===== src/sv/assert_macros.svh =====
// ----------------------------------------------------------------------------
// Assertion macros
// Shared concurrent assertion forms for the converter, clocked on clk and
// disabled while rst_n is low.
// ----------------------------------------------------------------------------
`ifndef ASSERT_MACROS_SVH
`define ASSERT_MACROS_SVH

// Same-cycle implication.
`define RHC_ASSERT_IMPL(label, ante, cons) \
  label: assert property (@(posedge clk) disable iff (!rst_n) (ante) |-> (cons)) \
    else $error("rhc assertion failed");

// Next-cycle implication.
`define RHC_ASSERT_NEXT(label, ante, cons) \
  label: assert property (@(posedge clk) disable iff (!rst_n) (ante) |=> (cons)) \
    else $error("rhc assertion failed");

`endif


===== src/sv/rhc_pkg.sv =====
// ----------------------------------------------------------------------------
// rhc_pkg
// Types and constants shared by the RGB to HSL converter modules.
// ----------------------------------------------------------------------------
package rhc_pkg;

  localparam int CHANNEL_BITS = 8;
  localparam int ALPHA_W      = 8;
  localparam int HUE_W        = 15;
  localparam int SAT_W        = 16;
  localparam int LIGHT_W      = 9;

  // Both divisions produce QUO_W quotient bits, one per cell.
  localparam int SAT_FRAC  = 16;
  localparam int QUO_W     = SAT_FRAC + 1;
  localparam int NUM_W     = CHANNEL_BITS + 3;
  localparam int HUE_SHIFT = 12;
  localparam int DIVD_W    = NUM_W + HUE_SHIFT;

  localparam int HUE_LIMIT = 23040;

  typedef struct packed {
    logic [CHANNEL_BITS-1:0] red;
    logic [CHANNEL_BITS-1:0] green;
    logic [CHANNEL_BITS-1:0] blue;
    logic [ALPHA_W-1:0]      alpha_in;
  } pix_in_t;

  typedef struct packed {
    logic [HUE_W-1:0]   hue;
    logic [SAT_W-1:0]   saturation;
    logic [LIGHT_W-1:0] lightness;
    logic [ALPHA_W-1:0] alpha_out;
  } pix_out_t;

  typedef struct packed {
    logic [CHANNEL_BITS-1:0] rem;
    logic [CHANNEL_BITS-1:0] dvs;
    logic [QUO_W-1:0]        low;
    logic [QUO_W-1:0]        quo;
  } div_lane_t;

  typedef struct packed {
    logic               vld;
    div_lane_t          hue;
    div_lane_t          sat;
    logic [LIGHT_W-1:0] lightness;
    logic [ALPHA_W-1:0] alpha;
  } cell_t;

endpackage


===== src/sv/rhc_prep.sv =====
// ----------------------------------------------------------------------------
// rhc_prep
// Finds the channel extremes and sets up the hue and saturation dividends
// and divisors for the divider cells.
// ----------------------------------------------------------------------------
module rhc_prep (
  input  logic            clk,
  input  logic            rst_n,
  input  logic            in_valid,
  input  rhc_pkg::pix_in_t in_data,
  input  logic            dn_load,
  output logic            load,
  output rhc_pkg::cell_t  prep_q
);

  localparam int CB = rhc_pkg::CHANNEL_BITS;

  rhc_pkg::cell_t prep_r;
  rhc_pkg::cell_t prep_nxt;

  logic [CB-1:0]                r_c, g_c, b_c, mx, mn, d, den;
  logic [CB:0]                  sum;
  logic                         grey;
  logic [rhc_pkg::NUM_W-1:0]    d_n, n;
  logic [rhc_pkg::DIVD_W-1:0]   hue_divd;

  assign load   = !prep_r.vld || dn_load;
  assign prep_q = prep_r;

  always_comb begin
    r_c = in_data.red;
    g_c = in_data.green;
    b_c = in_data.blue;
    mx  = (r_c > g_c) ? r_c : g_c;
    mx  = (mx > b_c) ? mx : b_c;
    mn  = (r_c < g_c) ? r_c : g_c;
    mn  = (mn < b_c) ? mn : b_c;
    d   = mx - mn;
    sum = {1'b0, mx} + {1'b0, mn};
    if (sum > {1'b0, {CB{1'b1}}}) begin
      den = CB'({{CB{1'b1}}, 1'b0} - sum);
    end else begin
      den = sum[CB-1:0];
    end
    grey = (d == '0);
    d_n  = rhc_pkg::NUM_W'(d);
    if (mx == r_c) begin
      if (g_c < b_c) begin
        n = (d_n << 2) + (d_n << 1) + rhc_pkg::NUM_W'(g_c) - rhc_pkg::NUM_W'(b_c);
      end else begin
        n = rhc_pkg::NUM_W'(g_c) - rhc_pkg::NUM_W'(b_c);
      end
    end else if (mx == g_c) begin
      n = (d_n << 1) + rhc_pkg::NUM_W'(b_c) - rhc_pkg::NUM_W'(r_c);
    end else begin
      n = (d_n << 2) + rhc_pkg::NUM_W'(r_c) - rhc_pkg::NUM_W'(g_c);
    end
    hue_divd = (rhc_pkg::DIVD_W'(n) << rhc_pkg::HUE_SHIFT) - (rhc_pkg::DIVD_W'(n) << 8);

    prep_nxt           = '0;
    prep_nxt.vld       = in_valid;
    prep_nxt.hue.rem   = CB'(hue_divd[rhc_pkg::DIVD_W-1:rhc_pkg::QUO_W]);
    prep_nxt.hue.low   = hue_divd[rhc_pkg::QUO_W-1:0];
    prep_nxt.hue.dvs   = grey ? CB'(1) : d;
    prep_nxt.hue.quo   = '0;
    prep_nxt.sat.rem   = d >> 1;
    prep_nxt.sat.low   = {d[0], {rhc_pkg::SAT_FRAC{1'b0}}};
    prep_nxt.sat.dvs   = grey ? CB'(1) : den;
    prep_nxt.sat.quo   = '0;
    prep_nxt.lightness = rhc_pkg::LIGHT_W'(sum);
    prep_nxt.alpha     = in_data.alpha_in;
  end

  always_ff @(posedge clk) begin
    if (!rst_n) begin
      prep_r.vld <= 1'b0;
    end else if (load) begin
      prep_r <= prep_nxt;
    end
  end

endmodule


===== src/sv/rhc_div_cell.sv =====
// ----------------------------------------------------------------------------
// rhc_div_cell
// One restoring-division step for both the hue and the saturation quotient,
// registered and handed to the next cell.
// ----------------------------------------------------------------------------
`include "assert_macros.svh"

module rhc_div_cell (
  input  logic           clk,
  input  logic           rst_n,
  input  rhc_pkg::cell_t up,
  input  logic           dn_load,
  output logic           load,
  output rhc_pkg::cell_t cell_q
);

  localparam int CB = rhc_pkg::CHANNEL_BITS;
  localparam int QW = rhc_pkg::QUO_W;

  rhc_pkg::cell_t cell_r;
  rhc_pkg::cell_t cell_nxt;

  function automatic rhc_pkg::div_lane_t div_step(input rhc_pkg::div_lane_t l);
    logic [CB:0]        trial;
    logic [CB:0]        diff;
    rhc_pkg::div_lane_t res;
    trial   = {l.rem, l.low[QW-1]};
    diff    = trial - {1'b0, l.dvs};
    res     = l;
    res.low = {l.low[QW-2:0], 1'b0};
    if (trial >= {1'b0, l.dvs}) begin
      res.rem = diff[CB-1:0];
      res.quo = {l.quo[QW-2:0], 1'b1};
    end else begin
      res.rem = trial[CB-1:0];
      res.quo = {l.quo[QW-2:0], 1'b0};
    end
    return res;
  endfunction

  assign load   = !cell_r.vld || dn_load;
  assign cell_q = cell_r;

  always_comb begin
    cell_nxt     = up;
    cell_nxt.hue = div_step(up.hue);
    cell_nxt.sat = div_step(up.sat);
  end

  always_ff @(posedge clk) begin
    if (!rst_n) begin
      cell_r.vld <= 1'b0;
    end else if (load) begin
      cell_r <= cell_nxt;
    end
  end

  `RHC_ASSERT_IMPL(a_hue_rem_below_divisor, cell_r.vld, cell_r.hue.rem < cell_r.hue.dvs)
  `RHC_ASSERT_IMPL(a_sat_rem_below_divisor, cell_r.vld, cell_r.sat.rem < cell_r.sat.dvs)

endmodule


===== src/sv/rgb_to_hsl_converter_unit.sv =====
// ----------------------------------------------------------------------------
// rgb_to_hsl_converter_unit
// Converts 8-bit RGBA pixels to fixed-point hue, saturation and lightness.
// ----------------------------------------------------------------------------
// The unit takes one pixel word per clock and delivers one result word per
// clock when the output is not stalled: a prep register finds the channel
// extremes and sets up the dividends, a chain of 17 divider cells produces
// one bit of both the hue and the saturation quotient in each cell, and a
// final register clamps saturation and holds the result word. Every stage
// holds its word only while the stage after it is full and stalled, so gaps
// in the stream close up under back pressure.
`include "assert_macros.svh"

module rgb_to_hsl_converter_unit (
  input  logic              clk,
  input  logic              rst_n,
  input  logic              in_valid,
  output logic              in_stall,
  input  rhc_pkg::pix_in_t  in_data,
  output logic              out_valid,
  input  logic              out_stall,
  output rhc_pkg::pix_out_t out_data
);

  localparam int QW = rhc_pkg::QUO_W;

  rhc_pkg::cell_t    chain [0:QW];
  logic              ld    [0:QW];
  logic              prep_load;
  logic              out_vld_r;
  rhc_pkg::pix_out_t out_data_r;
  rhc_pkg::pix_out_t out_data_nxt;

  rhc_prep u_prep (
    .clk      (clk),
    .rst_n    (rst_n),
    .in_valid (in_valid),
    .in_data  (in_data),
    .dn_load  (ld[0]),
    .load     (prep_load),
    .prep_q   (chain[0])
  );

  genvar gi;
  generate
    for (gi = 0; gi < QW; gi++) begin : g_cell
      rhc_div_cell u_cell (
        .clk     (clk),
        .rst_n   (rst_n),
        .up      (chain[gi]),
        .dn_load (ld[gi+1]),
        .load    (ld[gi]),
        .cell_q  (chain[gi+1])
      );
    end
  endgenerate

  assign ld[QW]   = !out_vld_r || !out_stall;
  assign in_stall = !prep_load;

  always_comb begin
    out_data_nxt.hue = chain[QW].hue.quo[rhc_pkg::HUE_W-1:0];
    if (chain[QW].sat.quo[QW-1]) begin
      out_data_nxt.saturation = '1;
    end else begin
      out_data_nxt.saturation = chain[QW].sat.quo[rhc_pkg::SAT_W-1:0];
    end
    out_data_nxt.lightness = chain[QW].lightness;
    out_data_nxt.alpha_out = chain[QW].alpha;
  end

  always_ff @(posedge clk) begin
    if (!rst_n) begin
      out_vld_r <= 1'b0;
    end else if (ld[QW]) begin
      out_vld_r  <= chain[QW].vld;
      out_data_r <= out_data_nxt;
    end
  end

  assign out_valid = out_vld_r;
  assign out_data  = out_data_r;

  `RHC_ASSERT_IMPL(a_stall_only_from_output, in_stall, out_vld_r && out_stall)
  `RHC_ASSERT_NEXT(a_accepted_word_in_prep, in_valid && !in_stall, chain[0].vld)
  `RHC_ASSERT_IMPL(a_hue_in_range, out_vld_r, out_data_r.hue < rhc_pkg::HUE_W'(rhc_pkg::HUE_LIMIT))
  `RHC_ASSERT_IMPL(a_sat_quotient_bound, chain[QW].vld, !(chain[QW].sat.quo[QW-1] && (|chain[QW].sat.quo[QW-2:0])))

endmodule


===== config.mk =====
export PLATFORM = sky130hd
export DESIGN_NAME = rgb_to_hsl_converter_unit
export DESIGN_NICKNAME = d
export VERILOG_FILES = /design/src/sv/rhc_pkg.sv /design/src/sv/rhc_prep.sv /design/src/sv/rhc_div_cell.sv /design/src/sv/rgb_to_hsl_converter_unit.sv
export VERILOG_INCLUDE_DIRS = /design/src /design/src/sv
export SDC_FILE = /design/constraint.sdc
export NUM_CORES = 2
export LEC_CHECK = 0
export BUFFER_PORTS_ARGS = -buffer_cell sky130_fd_sc_hd__buf_4
export CAP_MARGIN = 30
export CELL_PAD_IN_SITES_DETAIL_PLACEMENT = 2
export CELL_PAD_IN_SITES_GLOBAL_PLACEMENT = 2
export CORE_MARGIN = 5
export CORE_UTILIZATION = 54
export DETAILED_ROUTE_END_ITERATION = 6
export GPL_TIMING_DRIVEN = 0
export HOLD_SLACK_MARGIN = 0.12
export PLACE_DENSITY = 0.87
export SKIP_LAST_GASP = 1
export SYNTH_ARGS = -nofsm -noshare
export SYNTH_HDL_FRONTEND = slang
export SYNTH_HIERARCHICAL = 1
export SYNTH_SLANG_ARGS = --single-unit

===== constraint.sdc =====
create_clock -name clk -period 23.5 [get_ports clk]
set_input_delay 2.35 -clock clk [delete_from_list [all_inputs] [get_ports clk]]
set_output_delay 2.35 -clock clk [all_outputs]
set_load 0.02 [all_outputs]

==> results of run 1 <==
==> per-stage QoR <==
stage          hold WS (ns)  setup slack, ns  cell area (um^2)  instances
3_3_place_gp         0.4001            10.74             69090       6104
2_1_floorplan        0.4003            12.92             66410       4394
==> results.py, run 1 <==
metrics = {
    "logic_synthesis": {
        "yosysWarnings": 6,
        "netlist_instances": 4368,
        "syn_area_per_cell_um2": 15.18,
        "netlist_area_um2": 66320,
    },
    "floorplanning": {
        "rows": 128,
        "pin_count": 86,
        "die_w_um": 360.4,
        "fp.dieH_um": 360.4,
        "start_util_pct": 54.41,
    },
    "placed_design": {
        "gp_congestion": 0.8670,
        "io_buffers": 85,
        "hpwl_um": 187300,
    },
    "status": {
        "error": "[ERROR DPL-0033] detailed placement checks failed during check placement.",
        "status": "stopped before the end",
        "haltStage": "3_5_place_dp",
    },
}
==> inputs of run 2 (changes only) <==
--- a/config.mk
+++ b/config.mk
@@ -8,14 +8,11 @@
 export LEC_CHECK = 0
 export BUFFER_PORTS_ARGS = -buffer_cell sky130_fd_sc_hd__buf_4
 export CAP_MARGIN = 30
-export CELL_PAD_IN_SITES_DETAIL_PLACEMENT = 2
-export CELL_PAD_IN_SITES_GLOBAL_PLACEMENT = 2
 export CORE_MARGIN = 5
-export CORE_UTILIZATION = 54
+export CORE_UTILIZATION = 40
 export DETAILED_ROUTE_END_ITERATION = 6
 export GPL_TIMING_DRIVEN = 0
-export HOLD_SLACK_MARGIN = 0.12
-export PLACE_DENSITY = 0.87
+export PLACE_DENSITY_LB_ADDON = 0.15
 export SKIP_LAST_GASP = 1
 export SYNTH_ARGS = -nofsm -noshare
 export SYNTH_HDL_FRONTEND = slang
==> results.py, run 2 <==
metrics = {
    "clock_tree": {
        "post_cts_buffers": 0,
        "worstSkewPairLatency_ns": 0.78,
        "cts_buffers": 157,
        "path_clk_slew_ns": 0.06,
        "cts_hold_buffers": 0,
        "cts_resized": 0,
        "h-tree-depth": 4,
        "cts_tree": "built",
        "cts_buffer_depth": 3,
        "cts.sinks": 1467,
        "root_buffer": "clkbuf_16",
    },
    "floorplanning": {
        "rows": 149,
        "start_util_pct": 40.19,
        "core_area_um2": 165000,
        "dieArea_um2": 174000,
        "fp.dieH_um": 417.2,
        "die_w_um": 417.2,
        "pin_count": 86,
    },
    "timing": {
        "max_freq_mhz": 83.48,
        "drv_slew": 0,
        "timing.final.crit_share_pct": 50.98,
        "rsz0062_at_grt": "false",
        "setup_ws_ns": 11.52,
        "setup_viol": 0,
        "period_needed_ns": 11.98,
        "tns_ns": 0,
        "finalClockSkew_ns": 0.03832,
        "tightest_slew_ns": 0.8991,
        "slew_headroom_pct": 39.63,
        "finalHoldViolations": 0,
    },
    "cells_and_area": {
        "multi_input_area_um2": 20280,
        "layout_common_cells": "1,448 x edfxtp_1, 506 x inv_1, 359 x ha_1, 170 x a21oi_1, 159 x xnor2_1",
        "drive_above_1_share_pct": 15.26,
        "n_fill_cell": 14420,
        "seqCellArea_um2": 43860,
        "final_cell_area_um2": 75240,
        "n_antenna_cell": 0,
        "fin_nets": 5117,
        "final_common_cell": "edfxtp_1",
        "largest_reg_flops": 1363,
        "syn2layout_area_growth_pct": 13.45,
    },
    "critical_path": {
        "r2r_start": "out_valid",
        "r2r_cells": 21,
        "max_stage_delay_ns": 0.58,
        "setup.worst_path.end": "u_prep/prep_q[113]",
        "cp-startpoint": "in_data[19]",
        "worst_setup_path_start_kind": "primary input",
        "critical_path_class": "in2reg",
        "critPathSlowestCell": "fa_1",
        "r2r-end": "u_prep/prep_q[92]",
        "worstPathMaxFanout": 10,
        "crit_required_ns": 24.07,
        "endpoint_kind": "flip-flop",
        "reg2reg_slack_ns": 18.83,
        "cp.arrival_ns": 12.55,
    },
    "placed_design": {
        "place_area_um2": 70350,
        "io_buffers": 85,
        "hpwl_um": 82850,
        "dp_slack_ns": 10.81,
        "gp_congestion": 0.8830,
    },
    "detailed_routing": {
        "wirelength_um": 114900,
        "vias": 33920,
        "ant_nets": 0,
        "wl_per_cell_um": 16.48,
        "drt_iter0_drc": 1940,
        "drc": 0,
        "viasPerCell": 4.865,
        "firstDrtPassIters": 5,
    },
    "global_route": {
        "grt_max_degree": 69,
        "grt_pass1_wl_um": 186400,
        "overflow": 0,
        "grt_pass1_vias": 34910,
        "grt_use_total_pct": 13.35,
        "antenna_found_initial": 4,
    },
    "worst_hold_path": {
        "hold_path_class": "reg2reg",
        "hold_depth": 0,
    },
    "pwr": {
        "p_per_area_nw_per_um2": 137.7,
        "leakagePower_nw": 28.77,
        "irDropWorstVdd_uv": 177.7,
        "finalPower_w": 0.01036,
    },
    "job": {
        "drv_cap": 0,
    },
    "status": {
        "status": "finished, final reports clean",
    },
    "logic_synthesis": {
        "netlist_instances": 4368,
        "syn_area_per_cell_um2": 15.18,
        "yosysWarnings": 6,
        "netlist_area_um2": 66320,
    },
}
-- run 2: final cells by class --
| type | count | share of cell area (%) |
|---|---|---|
| flip-flops and latches | 1467 | 58.30 |
| multi-input cells | 2364 | 26.95 |
| clock buffers | 189 | 5.423 |
| well taps | 2189 | 3.640 |
| inverters | 515 | 2.569 |
| repair buffers | 106 | 1.533 |
| clock inverters | 94 | 1.074 |
| plain buffers | 48 | 0.5122 |
-- run 2: stage by stage --
stage | hold slack (ns) | util (%) | std cells
finish | 0.3922 | 45.60 | 6972
global route | 0.3898 | 45.60 | 6972
CTS | 0.3877 | 45.60 | 6972
detailed placement | 0.4045 | 42.64 | 6689
global placement | 0.4004 | 42.30 | 6668
floorplan | 0.4003 | - | 4394
-- run 2: worst min-delay path by stage --
| stage | start | to | slack, ns |
|---|---|---|---|
| 4_1_cts | g_cell[7].u_cell/cell_q[21] | g_cell[8].u_cell/cell_q[22] | 0.39 |
| 3_3_place_gp | g_cell[9].u_cell/cell_q[98] | g_cell[10].u_cell/cell_q[99] | 0.40 |
| 5_1_grt | g_cell[7].u_cell/cell_q[21] | g_cell[8].u_cell/cell_q[22] | 0.39 |
| 2_1_floorplan | u_prep/prep_q[0] | g_cell[0].u_cell/cell_q[0] | 0.40 |
| 3_5_place_dp | u_prep/prep_q[12] | g_cell[0].u_cell/cell_q[12] | 0.40 |
| 6_report | u_prep/prep_q[93] | g_cell[0].u_cell/cell_q[94] | 0.39 |
-- run 2: metal layers --
layer	global-route usage (%)	share of wire (%)	routed length (um)	vias to the layer above
li1	-	-	-	16830
met1	16.68	44	50110	16390
met2	23.32	50	57190	495
met3	2.338	3.6	4183	203
met4	4.861	2.9	3384	0
met5	0	0	0	-
-- run 2: worst max-delay path, delay by kind of cell --
kind,cells,cell delay [ns]
xor+xnor,2,0.64
compound gates,15,3.08
fa+ha+maj,6,2.18
mux,1,0.41
simple gates,10,1.93
buf+inv,9,1.93
-- run 2: where the power goes --
part	total, W	internal [W]	switching, W
logic	0.00425	0.00196	0.00228
clock network	0.00233	0.00134	0.000986
registers	0.00379	0.00359	0.000200
total	0.0104	0.00689	0.00347
Note: power is estimated with default switching activity, not from simulation.
